### config.mk
export PLATFORM = sky130hd
export DESIGN_NAME = windowed_throughput_meter
export DESIGN_NICKNAME = d
export VERILOG_FILES = /design/src/rtl/wtm_pkg.sv /design/src/rtl/wtm_fifo.sv /design/src/rtl/wtm_front.sv /design/src/rtl/wtm_back.sv /design/src/rtl/windowed_throughput_meter.sv
export SDC_FILE = /design/constraint.sdc
export NUM_CORES = 2
export LEC_CHECK = 0
export BUFFER_PORTS_ARGS = -buffer_cell sky130_fd_sc_hd__buf_2
export CAP_MARGIN = 0
export CORE_ASPECT_RATIO = 0.9
export CORE_MARGIN = 1.5
export CORE_UTILIZATION = 60
export DETAILED_ROUTE_END_ITERATION = 16
export PLACE_DENSITY = 0.78
export SYNTH_ARGS = -nofsm -noshare
export SYNTH_HDL_FRONTEND = slang
export SYNTH_HIERARCHICAL = 1
export SYNTH_SLANG_ARGS = --single-unit
### constraint.sdc
create_clock -name clk -period 19.7 [get_ports clk]
set_input_delay 3.94 -clock clk [delete_from_list [all_inputs] [get_ports clk]]
set_output_delay 3.94 -clock clk [all_outputs]
set_load 0.02 [all_outputs]
### src/rtl/wtm_pkg.sv
// Shared constants, operation and register codes, and the divider state type
// of the windowed throughput meter. Depends on nothing.
`timescale 1ns / 1ps

package wtm_pkg;

	// Field widths of the item, result and configuration ports.
	localparam int OP_BITS    = 2;
	localparam int DELTA_BITS = 31;
	localparam int TIME_BITS  = 32;
	localparam int TOTAL_BITS = 48;
	localparam int RATE_BITS  = 58;
	localparam int CFG_BITS   = 32;
	localparam int ADDR_BITS  = 3;

	// Default width of the running byte counters.
	localparam int COUNT_BITS_DEFAULT = 48;

	// Jobs held between the classifying front and the dividing back.
	localparam int JOB_QUEUE_DEPTH = 4;

	// Milliseconds per second, as a multiplier of the byte count.
	localparam int MS_BITS = 10;
	localparam logic [MS_BITS-1:0] MS_PER_SEC = 10'd1000;

	localparam logic [RATE_BITS-1:0] RATE_MAX = '1;

	// Operation codes.
	localparam logic [OP_BITS-1:0] OP_START   = 2'd0;
	localparam logic [OP_BITS-1:0] OP_ADD     = 2'd1;
	localparam logic [OP_BITS-1:0] OP_AVERAGE = 2'd2;

	// Register indexes, taken from address bit 2.
	localparam logic REG_MIN_BYTES = 1'b0;
	localparam logic REG_MIN_MS    = 1'b1;

	typedef enum logic [1:0] {
		BK_IDLE,
		BK_DIV,
		BK_DONE
	} bk_state_t;

endpackage

### src/rtl/wtm_fifo.sv
// Small first-in first-out queue of register slots, carrying jobs from the
// front to the back. Depends on nothing.
`timescale 1ns / 1ps

module wtm_fifo #(
	parameter int WIDTH = 8,
	parameter int DEPTH = 4
) (
	input  logic             clk,
	input  logic             arst_n,
	input  logic             wr_en,
	input  logic [WIDTH-1:0] wdata,
	input  logic             rd_en,
	output logic [WIDTH-1:0] rdata,
	output logic             full,
	output logic             empty
);

	localparam int PW = (DEPTH > 1) ? $clog2(DEPTH) : 1;
	localparam int CW = $clog2(DEPTH + 1);

	logic [WIDTH-1:0] slot_q [DEPTH];
	logic [PW-1:0]    wr_ptr_q;
	logic [PW-1:0]    rd_ptr_q;
	logic [CW-1:0]    count_q;
	logic             do_wr;
	logic             do_rd;

	assign full  = (count_q == CW'(DEPTH));
	assign empty = (count_q == '0);
	assign do_wr = wr_en && !full;
	assign do_rd = rd_en && !empty;
	assign rdata = slot_q[rd_ptr_q];

	always_ff @(posedge clk) begin
		if (do_wr) begin
			slot_q[wr_ptr_q] <= wdata;
		end
	end

	always_ff @(posedge clk or negedge arst_n) begin
		if (!arst_n) begin
			wr_ptr_q <= '0;
			rd_ptr_q <= '0;
			count_q  <= '0;
		end else begin
			if (do_wr) begin
				wr_ptr_q <= (wr_ptr_q == PW'(DEPTH - 1)) ? '0 : wr_ptr_q + 1'b1;
			end
			if (do_rd) begin
				rd_ptr_q <= (rd_ptr_q == PW'(DEPTH - 1)) ? '0 : rd_ptr_q + 1'b1;
			end
			if (do_wr && !do_rd) begin
				count_q <= count_q + 1'b1;
			end else if (do_rd && !do_wr) begin
				count_q <= count_q - 1'b1;
			end
		end
	end

endmodule

### src/rtl/wtm_front.sv
// Front of the meter: accepts items, keeps the byte counters and time marks,
// and turns each item into a division job. Depends on wtm_pkg.
`timescale 1ns / 1ps

module wtm_front #(
	parameter int COUNT_BITS  = wtm_pkg::COUNT_BITS_DEFAULT,
	parameter int AMOUNT_BITS = wtm_pkg::TOTAL_BITS
) (
	input  logic                           clk,
	input  logic                           arst_n,
	input  logic                           push,
	input  logic                           job_full,
	input  logic [wtm_pkg::OP_BITS-1:0]    op,
	input  logic [wtm_pkg::DELTA_BITS-1:0] data_delta,
	input  logic [wtm_pkg::TIME_BITS-1:0]  now_ms,
	input  logic [wtm_pkg::TOTAL_BITS-1:0] total_bytes,
	input  logic [wtm_pkg::CFG_BITS-1:0]   min_bytes,
	input  logic [wtm_pkg::CFG_BITS-1:0]   min_ms,
	output logic                           job_push,
	output logic                           job_divide,
	output logic [AMOUNT_BITS-1:0]         job_amount,
	output logic [wtm_pkg::TIME_BITS-1:0]  job_divisor
);

	logic [COUNT_BITS-1:0]          bytes_running_q;
	logic [COUNT_BITS-1:0]          bytes_at_sample_q;
	logic [wtm_pkg::TIME_BITS-1:0]  time_at_start_q;
	logic [wtm_pkg::TIME_BITS-1:0]  time_at_sample_q;

	logic                           accept;
	logic [COUNT_BITS:0]            sum;
	logic [COUNT_BITS-1:0]          bytes_added;
	logic [COUNT_BITS-1:0]          pending;
	logic [wtm_pkg::TIME_BITS-1:0]  since_sample;
	logic [wtm_pkg::TIME_BITS-1:0]  since_start;
	logic [wtm_pkg::TIME_BITS-1:0]  elapsed;
	logic                           take_sample;

	assign accept   = push && !job_full;
	assign job_push = accept;

	// The running count saturates rather than wrapping.
	assign sum          = {1'b0, bytes_running_q} + (COUNT_BITS+1)'(data_delta);
	assign bytes_added  = sum[COUNT_BITS] ? '1 : sum[COUNT_BITS-1:0];
	assign pending      = bytes_added - bytes_at_sample_q;
	assign since_sample = now_ms - time_at_sample_q;
	assign since_start  = now_ms - time_at_start_q;
	assign take_sample  = (pending >= COUNT_BITS'(min_bytes)) && (since_sample >= min_ms);

	always_comb begin
		job_divide = 1'b0;
		job_amount = '0;
		elapsed    = since_sample;
		unique case (op)
			wtm_pkg::OP_ADD: begin
				if (take_sample) begin
					job_divide = 1'b1;
					job_amount = AMOUNT_BITS'(pending);
				end
			end
			wtm_pkg::OP_AVERAGE: begin
				job_divide = 1'b1;
				elapsed    = since_start;
				job_amount = (total_bytes == '0) ? AMOUNT_BITS'(bytes_running_q)
					: AMOUNT_BITS'(total_bytes);
			end
			default: begin
				job_divide = 1'b0;
			end
		endcase
		// A zero interval counts as one millisecond.
		job_divisor = (elapsed == '0) ? wtm_pkg::TIME_BITS'(1) : elapsed;
	end

	always_ff @(posedge clk or negedge arst_n) begin
		if (!arst_n) begin
			bytes_running_q   <= '0;
			bytes_at_sample_q <= '0;
			time_at_start_q   <= '0;
			time_at_sample_q  <= '0;
		end else if (accept) begin
			unique case (op)
				wtm_pkg::OP_START: begin
					bytes_running_q   <= '0;
					bytes_at_sample_q <= '0;
					time_at_start_q   <= now_ms;
					time_at_sample_q  <= now_ms;
				end
				wtm_pkg::OP_ADD: begin
					bytes_running_q <= bytes_added;
					if (take_sample) begin
						bytes_at_sample_q <= bytes_added;
						time_at_sample_q  <= now_ms;
					end
				end
				default: begin
					bytes_running_q <= bytes_running_q;
				end
			endcase
		end
	end

endmodule

### src/rtl/wtm_back.sv
// Back of the meter: takes jobs from the queue, forms amount*1000 and, for a
// job that asks for a rate, divides it by the interval one quotient bit a
// cycle, then holds the result. Depends on wtm_pkg.
`timescale 1ns / 1ps

module wtm_back #(
	parameter int AMOUNT_BITS = wtm_pkg::TOTAL_BITS
) (
	input  logic                          clk,
	input  logic                          arst_n,
	input  logic                          job_empty,
	input  logic                          job_divide,
	input  logic [AMOUNT_BITS-1:0]        job_amount,
	input  logic [wtm_pkg::TIME_BITS-1:0] job_divisor,
	output logic                          job_pop,
	input  logic                          pop,
	output logic                          empty,
	output logic                          rate_valid,
	output logic [wtm_pkg::RATE_BITS-1:0] rate_bytes_per_sec
);

	localparam int QW = AMOUNT_BITS + wtm_pkg::MS_BITS;
	localparam int CW = $clog2(QW);
	localparam int TW = wtm_pkg::TIME_BITS;

	wtm_pkg::bk_state_t state_q;
	wtm_pkg::bk_state_t state_d;

	logic [QW-1:0]  quot_q;
	logic [TW-1:0]  rem_q;
	logic [TW-1:0]  divisor_q;
	logic [CW-1:0]  step_q;
	logic           divide_q;
	logic           out_full_q;
	logic           out_valid_q;
	logic [wtm_pkg::RATE_BITS-1:0] out_rate_q;

	logic           out_free;
	logic           last_step;
	logic [QW-1:0]  amount_ms;
	logic [TW:0]    trial;
	logic           fits;
	logic [TW:0]    trial_diff;
	logic           saturate;
	logic [wtm_pkg::RATE_BITS-1:0] rate_sat;

	assign out_free  = !out_full_q || pop;
	assign last_step = (step_q == CW'(QW - 1));

	// The amount times 1000, formed as amount*1024 - amount*16 - amount*8.
	assign amount_ms = (QW'(job_amount) << 10) - (QW'(job_amount) << 4)
		- (QW'(job_amount) << 3);

	// Shift the next numerator bit into the partial remainder and try the divisor.
	assign trial      = {rem_q, quot_q[QW-1]};
	assign fits       = (trial >= {1'b0, divisor_q});
	assign trial_diff = trial - {1'b0, divisor_q};

	assign saturate = ((QW+1)'(quot_q) > (QW+1)'(wtm_pkg::RATE_MAX));
	assign rate_sat = saturate ? wtm_pkg::RATE_MAX : wtm_pkg::RATE_BITS'(quot_q);

	always_comb begin
		state_d = state_q;
		job_pop = 1'b0;
		unique case (state_q)
			wtm_pkg::BK_IDLE: begin
				if (!job_empty) begin
					job_pop = 1'b1;
					state_d = job_divide ? wtm_pkg::BK_DIV : wtm_pkg::BK_DONE;
				end
			end
			wtm_pkg::BK_DIV: begin
				if (last_step) begin
					state_d = wtm_pkg::BK_DONE;
				end
			end
			wtm_pkg::BK_DONE: begin
				if (out_free) begin
					state_d = wtm_pkg::BK_IDLE;
				end
			end
			default: begin
				state_d = wtm_pkg::BK_IDLE;
			end
		endcase
	end

	always_ff @(posedge clk or negedge arst_n) begin
		if (!arst_n) begin
			state_q <= wtm_pkg::BK_IDLE;
		end else begin
			state_q <= state_d;
		end
	end

	// Divider datapath.
	always_ff @(posedge clk) begin
		if (state_q == wtm_pkg::BK_IDLE && !job_empty) begin
			quot_q    <= job_divide ? amount_ms : '0;
			rem_q     <= '0;
			divisor_q <= job_divisor;
			step_q    <= '0;
			divide_q  <= job_divide;
		end else if (state_q == wtm_pkg::BK_DIV) begin
			quot_q <= {quot_q[QW-2:0], fits};
			rem_q  <= fits ? trial_diff[TW-1:0] : trial[TW-1:0];
			step_q <= step_q + 1'b1;
		end
	end

	always_ff @(posedge clk or negedge arst_n) begin
		if (!arst_n) begin
			out_full_q <= 1'b0;
		end else if (state_q == wtm_pkg::BK_DONE && out_free) begin
			out_full_q <= 1'b1;
		end else if (pop) begin
			out_full_q <= 1'b0;
		end
	end

	always_ff @(posedge clk) begin
		if (state_q == wtm_pkg::BK_DONE && out_free) begin
			out_valid_q <= divide_q;
			out_rate_q  <= rate_sat;
		end
	end

	assign empty              = !out_full_q;
	assign rate_valid         = out_valid_q;
	assign rate_bytes_per_sec = out_rate_q;

endmodule

### src/rtl/windowed_throughput_meter.sv
// Top level of the windowed throughput meter: configuration registers, front,
// job queue and back. Depends on wtm_pkg, wtm_front, wtm_fifo and wtm_back.
//
//  Channel   Handshake         Payload
//  --------  ----------------  ----------------------------------------------
//  items     push / full       op, data_delta, now_ms, total_bytes
//  results   pop / empty       rate_valid, rate_bytes_per_sec
//  config    APB write / read  min_bytes at address 0, min_ms at address 4
//
// The front takes an item whenever the job queue has room and updates the
// counters at once. For an item that yields no rate the back steps from idle
// to done; for a rate it passes idle, the divide state and done, where the
// one-bit-per-cycle restoring divider works over the amount*1000 numerator.
// Results wait in a one-entry output register while the divider goes on with
// the next job; the job queue holds four items, so items are taken while a
// division runs. Reset clears counters, marks, registers and queues at once;
// no clearing pass is needed.
`timescale 1ns / 1ps

module windowed_throughput_meter #(
	parameter int COUNT_BITS = wtm_pkg::COUNT_BITS_DEFAULT
) (
	input  logic                           clk,
	input  logic                           arst_n,

	// Items.
	input  logic                           push,
	output logic                           full,
	input  logic [wtm_pkg::OP_BITS-1:0]    op,
	input  logic [wtm_pkg::DELTA_BITS-1:0] data_delta,
	input  logic [wtm_pkg::TIME_BITS-1:0]  now_ms,
	input  logic [wtm_pkg::TOTAL_BITS-1:0] total_bytes,

	// Results.
	input  logic                           pop,
	output logic                           empty,
	output logic                           rate_valid,
	output logic [wtm_pkg::RATE_BITS-1:0]  rate_bytes_per_sec,

	// Configuration.
	input  logic                           psel,
	input  logic                           penable,
	input  logic                           pwrite,
	input  logic [wtm_pkg::ADDR_BITS-1:0]  paddr,
	input  logic [wtm_pkg::CFG_BITS-1:0]   pwdata,
	output logic [wtm_pkg::CFG_BITS-1:0]   prdata,
	output logic                           pready
);

	// The amount divided is either the running count or the query total,
	// whichever is wider.
	localparam int AMOUNT_BITS = (COUNT_BITS > wtm_pkg::TOTAL_BITS) ? COUNT_BITS
		: wtm_pkg::TOTAL_BITS;
	localparam int JOB_BITS = 1 + AMOUNT_BITS + wtm_pkg::TIME_BITS;

	logic [wtm_pkg::CFG_BITS-1:0] min_bytes_q;
	logic [wtm_pkg::CFG_BITS-1:0] min_ms_q;
	logic                         cfg_write;
	logic                         reg_sel;

	logic                          job_push;
	logic                          job_divide_in;
	logic [AMOUNT_BITS-1:0]        job_amount_in;
	logic [wtm_pkg::TIME_BITS-1:0] job_divisor_in;
	logic                          job_full;
	logic                          job_empty;
	logic                          job_pop;
	logic [JOB_BITS-1:0]           job_wdata;
	logic [JOB_BITS-1:0]           job_rdata;
	logic                          job_divide_out;
	logic [AMOUNT_BITS-1:0]        job_amount_out;
	logic [wtm_pkg::TIME_BITS-1:0] job_divisor_out;

	// The port never waits; bit 2 of the byte address picks the register.
	assign pready    = 1'b1;
	assign reg_sel   = paddr[2];
	assign cfg_write = psel && penable && pwrite && pready;
	assign prdata    = (reg_sel == wtm_pkg::REG_MIN_MS) ? min_ms_q : min_bytes_q;

	always_ff @(posedge clk or negedge arst_n) begin
		if (!arst_n) begin
			min_bytes_q <= '0;
			min_ms_q    <= '0;
		end else if (cfg_write) begin
			unique case (reg_sel)
				wtm_pkg::REG_MIN_BYTES: min_bytes_q <= pwdata;
				wtm_pkg::REG_MIN_MS:    min_ms_q    <= pwdata;
				default:                min_ms_q    <= min_ms_q;
			endcase
		end
	end

	// The item side is full exactly when the job queue is.
	assign full = job_full;

	wtm_front #(
		.COUNT_BITS  (COUNT_BITS),
		.AMOUNT_BITS (AMOUNT_BITS)
	) u_front (
		.clk         (clk),
		.arst_n      (arst_n),
		.push        (push),
		.job_full    (job_full),
		.op          (op),
		.data_delta  (data_delta),
		.now_ms      (now_ms),
		.total_bytes (total_bytes),
		.min_bytes   (min_bytes_q),
		.min_ms      (min_ms_q),
		.job_push    (job_push),
		.job_divide  (job_divide_in),
		.job_amount  (job_amount_in),
		.job_divisor (job_divisor_in)
	);

	assign job_wdata = {job_divide_in, job_amount_in, job_divisor_in};
	assign {job_divide_out, job_amount_out, job_divisor_out} = job_rdata;

	wtm_fifo #(
		.WIDTH (JOB_BITS),
		.DEPTH (wtm_pkg::JOB_QUEUE_DEPTH)
	) u_job_queue (
		.clk    (clk),
		.arst_n (arst_n),
		.wr_en  (job_push),
		.wdata  (job_wdata),
		.rd_en  (job_pop),
		.rdata  (job_rdata),
		.full   (job_full),
		.empty  (job_empty)
	);

	wtm_back #(
		.AMOUNT_BITS (AMOUNT_BITS)
	) u_back (
		.clk                (clk),
		.arst_n             (arst_n),
		.job_empty          (job_empty),
		.job_divide         (job_divide_out),
		.job_amount         (job_amount_out),
		.job_divisor        (job_divisor_out),
		.job_pop            (job_pop),
		.pop                (pop),
		.empty              (empty),
		.rate_valid         (rate_valid),
		.rate_bytes_per_sec (rate_bytes_per_sec)
	);

endmodule
### Yosys cells after proc, flatten, opt, wreduce, memory -nomap -nowiden

Memories as Yosys holds them, arrays and structs flattened.
Cells that the tools add are included.
W data, S select, Z words.

* bits in writable memories: 324
* logic and storage cells: 111
* output and inout port bits: 94
* flip-flop bits (word level): 422
* input bits: 155
* memories kept: 1

Memories
* u_job_queue.slot_q: words 4, width 81, rd ports 1, clocked after Yosys merged registers in 0, write ports 1, RTL line wtm_fifo.sv:22 `logic [WIDTH-1:0] slot_q [DEPTH];`

* equal/unequal tests: 12
* reduce and logical (&&, ||, !) cells: 31
* muxes and demuxes: 33
* add/subtract/negate cells: 12
* $lt $le $gt $ge: 3
* bitwise logic cells: 1

Operator list (count)
* $pmux W48 S2: 3
* $mux W48: 4
* $mux W58: 3
* $mux W32: 5
* $sub A32 B32 Y32: 3
* $pmux W32 S2: 1
* $sub A58 B51 Y58: 1
* $sub A58 B52 Y58: 1
* $add A48 B31 Y49: 1
* $ge A48 B32 Y1: 1
* $logic_not A48 Y1: 1
* $sub A48 B48 Y48: 1
* $ge A33 B32 Y1: 1
* $ge A32 B32 Y1: 1
* $logic_not A32 Y1: 1
* $mux W2: 6
* $logic_and A1 B1 Y1: 10
* $eq A2 B2 Y1 const B: 4
* $reduce_and A2 Y1: 4
* $reduce_bool A2 Y1: 4
* $mux W1: 7
* $add A6 B1 Y6 const B: 1
* $eq A6 B6 Y1 const B: 1
* $mux W3: 2
* other kinds (15): 25

### Depth between registers and ports, before layout

* depth in word-level cells: 8
* gate-level depth with buffers: 36
* gate-level depth less buffers: 33

### Hierarchy

Netlist, hierarchy kept.

By module, submodules not included
* wtm_front: cells each 2290, area each 18286.3 um2, times used 1, seq. area each 4003.8 um2
* wtm_back: cells each 1345, area each 13285.2 um2, times used 1, seq. area each 5340.1 um2
* wtm_fifo: cells each 460, area each 12131.6 um2, times used 1, seq. area each 9904.5 um2
* windowed_throughput_meter: cells each 174, area each 2911.5 um2, times used 1, seq. area each 1601.5 um2

### Least setup slack after synthesis

No wires, ideal clock.

* path type: in2reg
* start point: in data_delta[0] in the netlist's numbering
* end point: mem u_job_queue/slot_q[0][34] in the netlist's numbering (data pin)
* cell stages on the path: 36
* buffers on the path: 4
* setup time: 0.278 ns
* required time: 19.422 ns
* arrival: 10.595 ns
* path slack: 8.828 ns
* cell sequence: ha_1 > fa_1 > a21oi_1 > a2bb2oi_1 > a21oi_1 > and3_1 > o211ai_1 > nand2_1 > nand4_1 > clkbuf_1 > clkbuf_1 > nand2_1 > ha_1 > o21a_1 > o31a_1 > o31ai_1 > a211oi_1 > or2_1 > a21o_1 > a21o_1 > a21oi_1 > xnor2_1 > ha_1 > a21oi_1 > nor3_1 > nor4_1 > o21ai_0 > and2_1 > a211o_1 > a211oi_1 > and4_1 > nand2_2 > o31a_1 > buf_2 > buf_6 > o2bb2ai_1

* word-level cells in the longest chain between the ends: 7

Ends and longest elaborated chain
* from (decl): RTL line windowed_throughput_meter.sv:30 `input logic [wtm_pkg::DELTA_BITS-1:0] data_delta,`
* $add A48 B31 Y49 *: RTL line wtm_front.sv:43 `assign sum = {1'b0, bytes_running_q} + (COUNT_BITS+1)'(data_delta);`
* $mux W48 *: RTL line wtm_front.sv:44 `assign bytes_added = sum[COUNT_BITS] ? '1 : sum[COUNT_BITS-1:0];`
* $sub A48 B48 Y48 *: RTL line wtm_front.sv:45 `assign pending = bytes_added - bytes_at_sample_q;`
* $ge A48 B32 Y1: RTL line wtm_front.sv:48 `assign take_sample = (pending >= COUNT_BITS'(min_bytes)) && (since_sample >= min_ms);`
* $logic_and A1 B1 Y1: RTL line wtm_front.sv:48
* $mux W48 *: RTL line wtm_front.sv:56 `if (take_sample) begin`
* $pmux W48 S2 *: RTL line wtm_front.sv:54 `unique case (op)`
* via job_amount_in[2]: RTL line windowed_throughput_meter.sv:63 `logic [AMOUNT_BITS-1:0] job_amount_in;`
* to (decl): RTL line wtm_fifo.sv:22

The timed path passes the listed nets; every way through them passes the cells marked *.

### Final worst setup path

* start point: in data_delta[0] in the netlist's numbering
* end point: reg u_front/time_at_sample_q[0] in the netlist's numbering

* word-level cells in the longest chain between the ends: 7

Ends and longest elaborated chain
* $add A48 B31 Y49: RTL line wtm_front.sv:43
* $mux W48: RTL line wtm_front.sv:44
* $sub A48 B48 Y48: RTL line wtm_front.sv:45
* $ge A48 B32 Y1: RTL line wtm_front.sv:48
* $logic_and A1 B1 Y1: RTL line wtm_front.sv:48
* $ne A2 B1 Y1 (no line)
* $reduce_and A3 Y1 (no line)
* to (signal assigned): RTL line wtm_front.sv:87 `time_at_sample_q <= now_ms;`
* to (signal assigned): RTL line wtm_front.sv:93 `time_at_sample_q <= now_ms;`
* to (decl): RTL line wtm_front.sv:28 `logic [wtm_pkg::TIME_BITS-1:0] time_at_sample_q;`

No other way between the ends.
A chain may end at the register's enable or synchronous reset.

==> results.ini <==
[worst_hold_path]
hold_class = reg2reg
worstHoldStart = u_back/divide_q
min_to = u_back/rate_valid
min_path_cells = 0

[grt]
antenna_found_initial = 5
met1_usage_pct = 45.5
grt_pass1_vias = 33400
grt_pass1_wl_um = 195000
top_usage_layer = met2
grt_max_degree = 81
grt_overflow_total = 0
grt.total_usage_pct = 31.5
use_met3_pct = 5.89
use_met2_pct = 47.8

[critical_path]
crit_family = compound AO/OA/AOI/OAI gates
path_common_cell = a21oi_1
critPathKind = in2reg
reg2reg_slack_ns = 9.73
crit_buf_inv = 2
worstSetupStartpointType = input port
crit_arrival_ns = 13.50
critPathMaxStageDelay_ns = 0.89
r2r_start = u_front/bytes_running_q[17]
cp_data_required_time_ns = 20.21
cp-end-kind = flop
crit_fanout = 80
rr_endpoint = u_front/time_at_sample_q[0]
slowest_stage = nand2_4
r2r_cells = 32

[floorplanning]
die_height_um = 267
die_w_um = 297
rows = 96
dieArea_um2 = 79400
initial_core_util_pct = 60.9
core_um2 = 76500
ios = 249

[synth]
synth_area_leaders = edfxtp_1, dfrtp_1, ha_1
yosysTopAreaCell = edfxtp_1
synth.most_common_cell = edfxtp_1
synth_ff_type = edfxtp_1
synth_top_area_share_pct = 30.5
synth-edff-count = 474
netlist_top_cells_count = edfxtp_1, inv_1, nand2_1
ys_ff_latch = 746
ys_seq_area_share_pct = 44.7
synth_nets = 4782
synthArstFlopShare_pct = 31.4
syn_inst = 4269
synth_warnings = 6
synth_cell_types = 122
syn_area_per_cell_um2 = 10.9
synth_area_um2 = 46600

[routing]
wire_per_inst_um = 22.9
ant_nets = 0
drc = 0
drt-total-wl_um = 126000
drtPass1Iterations = 6
drtIter0Drc = 3747
vias_per_cell = 6.36
vias = 35100

[timing]
fin_hold_ws_ns = 0.441
setup_violations = 0
slew_violations = 0
fmax_mhz = 77.0
fin_tns_setup_ns = 0
relSlewSlack_pct = 12.2
finalCriticalPeriod_ns = 12.99
fin_skew_ns = 0.0552
period_share_pct = 65.9
rsz0062_at_grt = no
hold_violations = 0
tightestPinTransition_ns = 1.31

[placement]
dpl.hpwl_um = 91800
io_buffers = 245
routabilityCongestion = 1.00

[cts]
htreeDepth = 3
hold_buffers = 0
cts_tree = yes
cts.reportedPaths.clkPinSlew_ns = 0.06
clkSinkCount = 746
cts_buffer_depth = 3
post_cts_buffers = 0
cts_root_buffer = clkbuf_16
clkLatencyLatePin_ns = 0.67
cts_buffers = 77
cts.repair.resized = 0

[final_layout]
final_core_util_pct = 66.7
nNetsFinal = 4944
fillers = 5776
multiInputGateArea_um2 = 23500
drive_gt1_share_pct = 15.5
syn2layout_area_growth_pct = 9.47
seq_area_um2 = 20900

[run_status]
status = finished clean

[job]
drv_cap = 0

-- area by class of cell --
class | count | area share (%)
multi-input cells | 2980 | 46.0
inverters | 355 | 2.61
well taps | 1029 | 2.52
clock buffers | 108 | 4.18
diodes | 2 | 0.00981
clock inverters | 33 | 0.959
repair buffers | 271 | 2.80
flip-flops and latches | 746 | 40.9
-- registers in the layout, indices dropped and copies added, names as in the netlist --
name	cells
min_bytes_q	32
min_ms_q	32
u_back/state_q	2
u_job_queue/wr_ptr_q	2
u_front/bytes_at_sample_q	48
u_job_queue/rd_ptr_q	2
u_front/time_at_sample_q	32
u_back/rate_valid	1
u_front/bytes_running_q	48
u_back/rate_bytes_per_sec	58
u_back/rem_q	32
u_job_queue/slot_q	324
u_back/step_q	6
u_back/out_full_q	1
u_job_queue/count_q	3
u_back/divisor_q	32
u_back/quot_q	58
u_front/time_at_start_q	32
u_back/divide_q	1
-- worst max path at each step --
stage                              start                      endpoint  slack [ns]  cells past startpoint
after global placement     data_delta[0]  u_front/time_at_sample_q[17]        6.29                     34
after CTS                  data_delta[0]   u_front/time_at_sample_q[0]        7.00                     34
after detailed placement   data_delta[0]  u_front/time_at_sample_q[20]        6.37                     34
after global routing      data_delta[17]   u_front/time_at_sample_q[0]        6.28                     33
after floorplan            data_delta[0]     u_job_queue/slot_q[0][34]        8.83                     36
final                      data_delta[0]   u_front/time_at_sample_q[0]        6.71                     34
-- kinds of logic after synthesis --
logic type      count (synthesis)  share of synthesized area [%]
xor+xnor                      181                           3.40
other cells                     1                        0.00804
fa+ha+maj                     358                           10.4
simple gates                  965                           10.0
buf+inv                       543                           5.01
mux                           276                           8.81
compound gates               1199                           17.7
flops                         746                           44.7
-- cell usage in the layout (no fill, tap or decap), types with 65 or more instances in the layout --
master | netlist | layout
a21o_1 | 127 | 127
ha_1 | 311 | 310
nor3_1 | 67 | 65
xnor2_1 | 97 | 97
o21ai_0 | 232 | 231
mux2_2 | 103 | 103
dfrtp_1 | 234 | 232
xor2_1 | 84 | 84
inv_1 | 354 | 353
mux4_2 | 81 | 81
nand4_1 | 70 | 70
nor2_1 | 200 | 200
edfxtp_1 | 474 | 474
a21oi_1 | 306 | 305
buf_2 | 37 | 244
nand2_1 | 337 | 334
a22o_1 | 75 | 75
clkbuf_16 | 0 | 77
-- through the flow --
stage          setup slack [ns]  cells  instance area (um2)
6_report                   6.71   5524                51000
4_1_cts                    7.00   5522                51000
3_3_place_gp               6.29   5381                48400
5_1_grt                    6.28   5522                51000
2_1_floorplan              8.83   4269                46600
3_5_place_dp               6.37   5381                48400
-- per-layer routing --
| metal | up-vias | wire [um] |
|---|---|---|
| met5 | - | 34 |
| met4 | 6 | 4530 |
| met3 | 244 | 10800 |
| met2 | 1564 | 55300 |
| met1 | 17100 | 55600 |
| li1 | 16300 | - |
-- worst reg2reg max path, delay by kind of cell (launching register included) --
kind	cells	cell delay (ns)
fa+ha+maj	3	1.21
xor+xnor	1	0.49
buf+inv	1	0.33
compound gates	15	3.92
mux	1	0.45
flops	1	0.42
simple gates	11	3.04
Power is left out: the tool's default activity adds up to more than one toggle a clock period on the data nets, which glitch-free logic cannot reach.
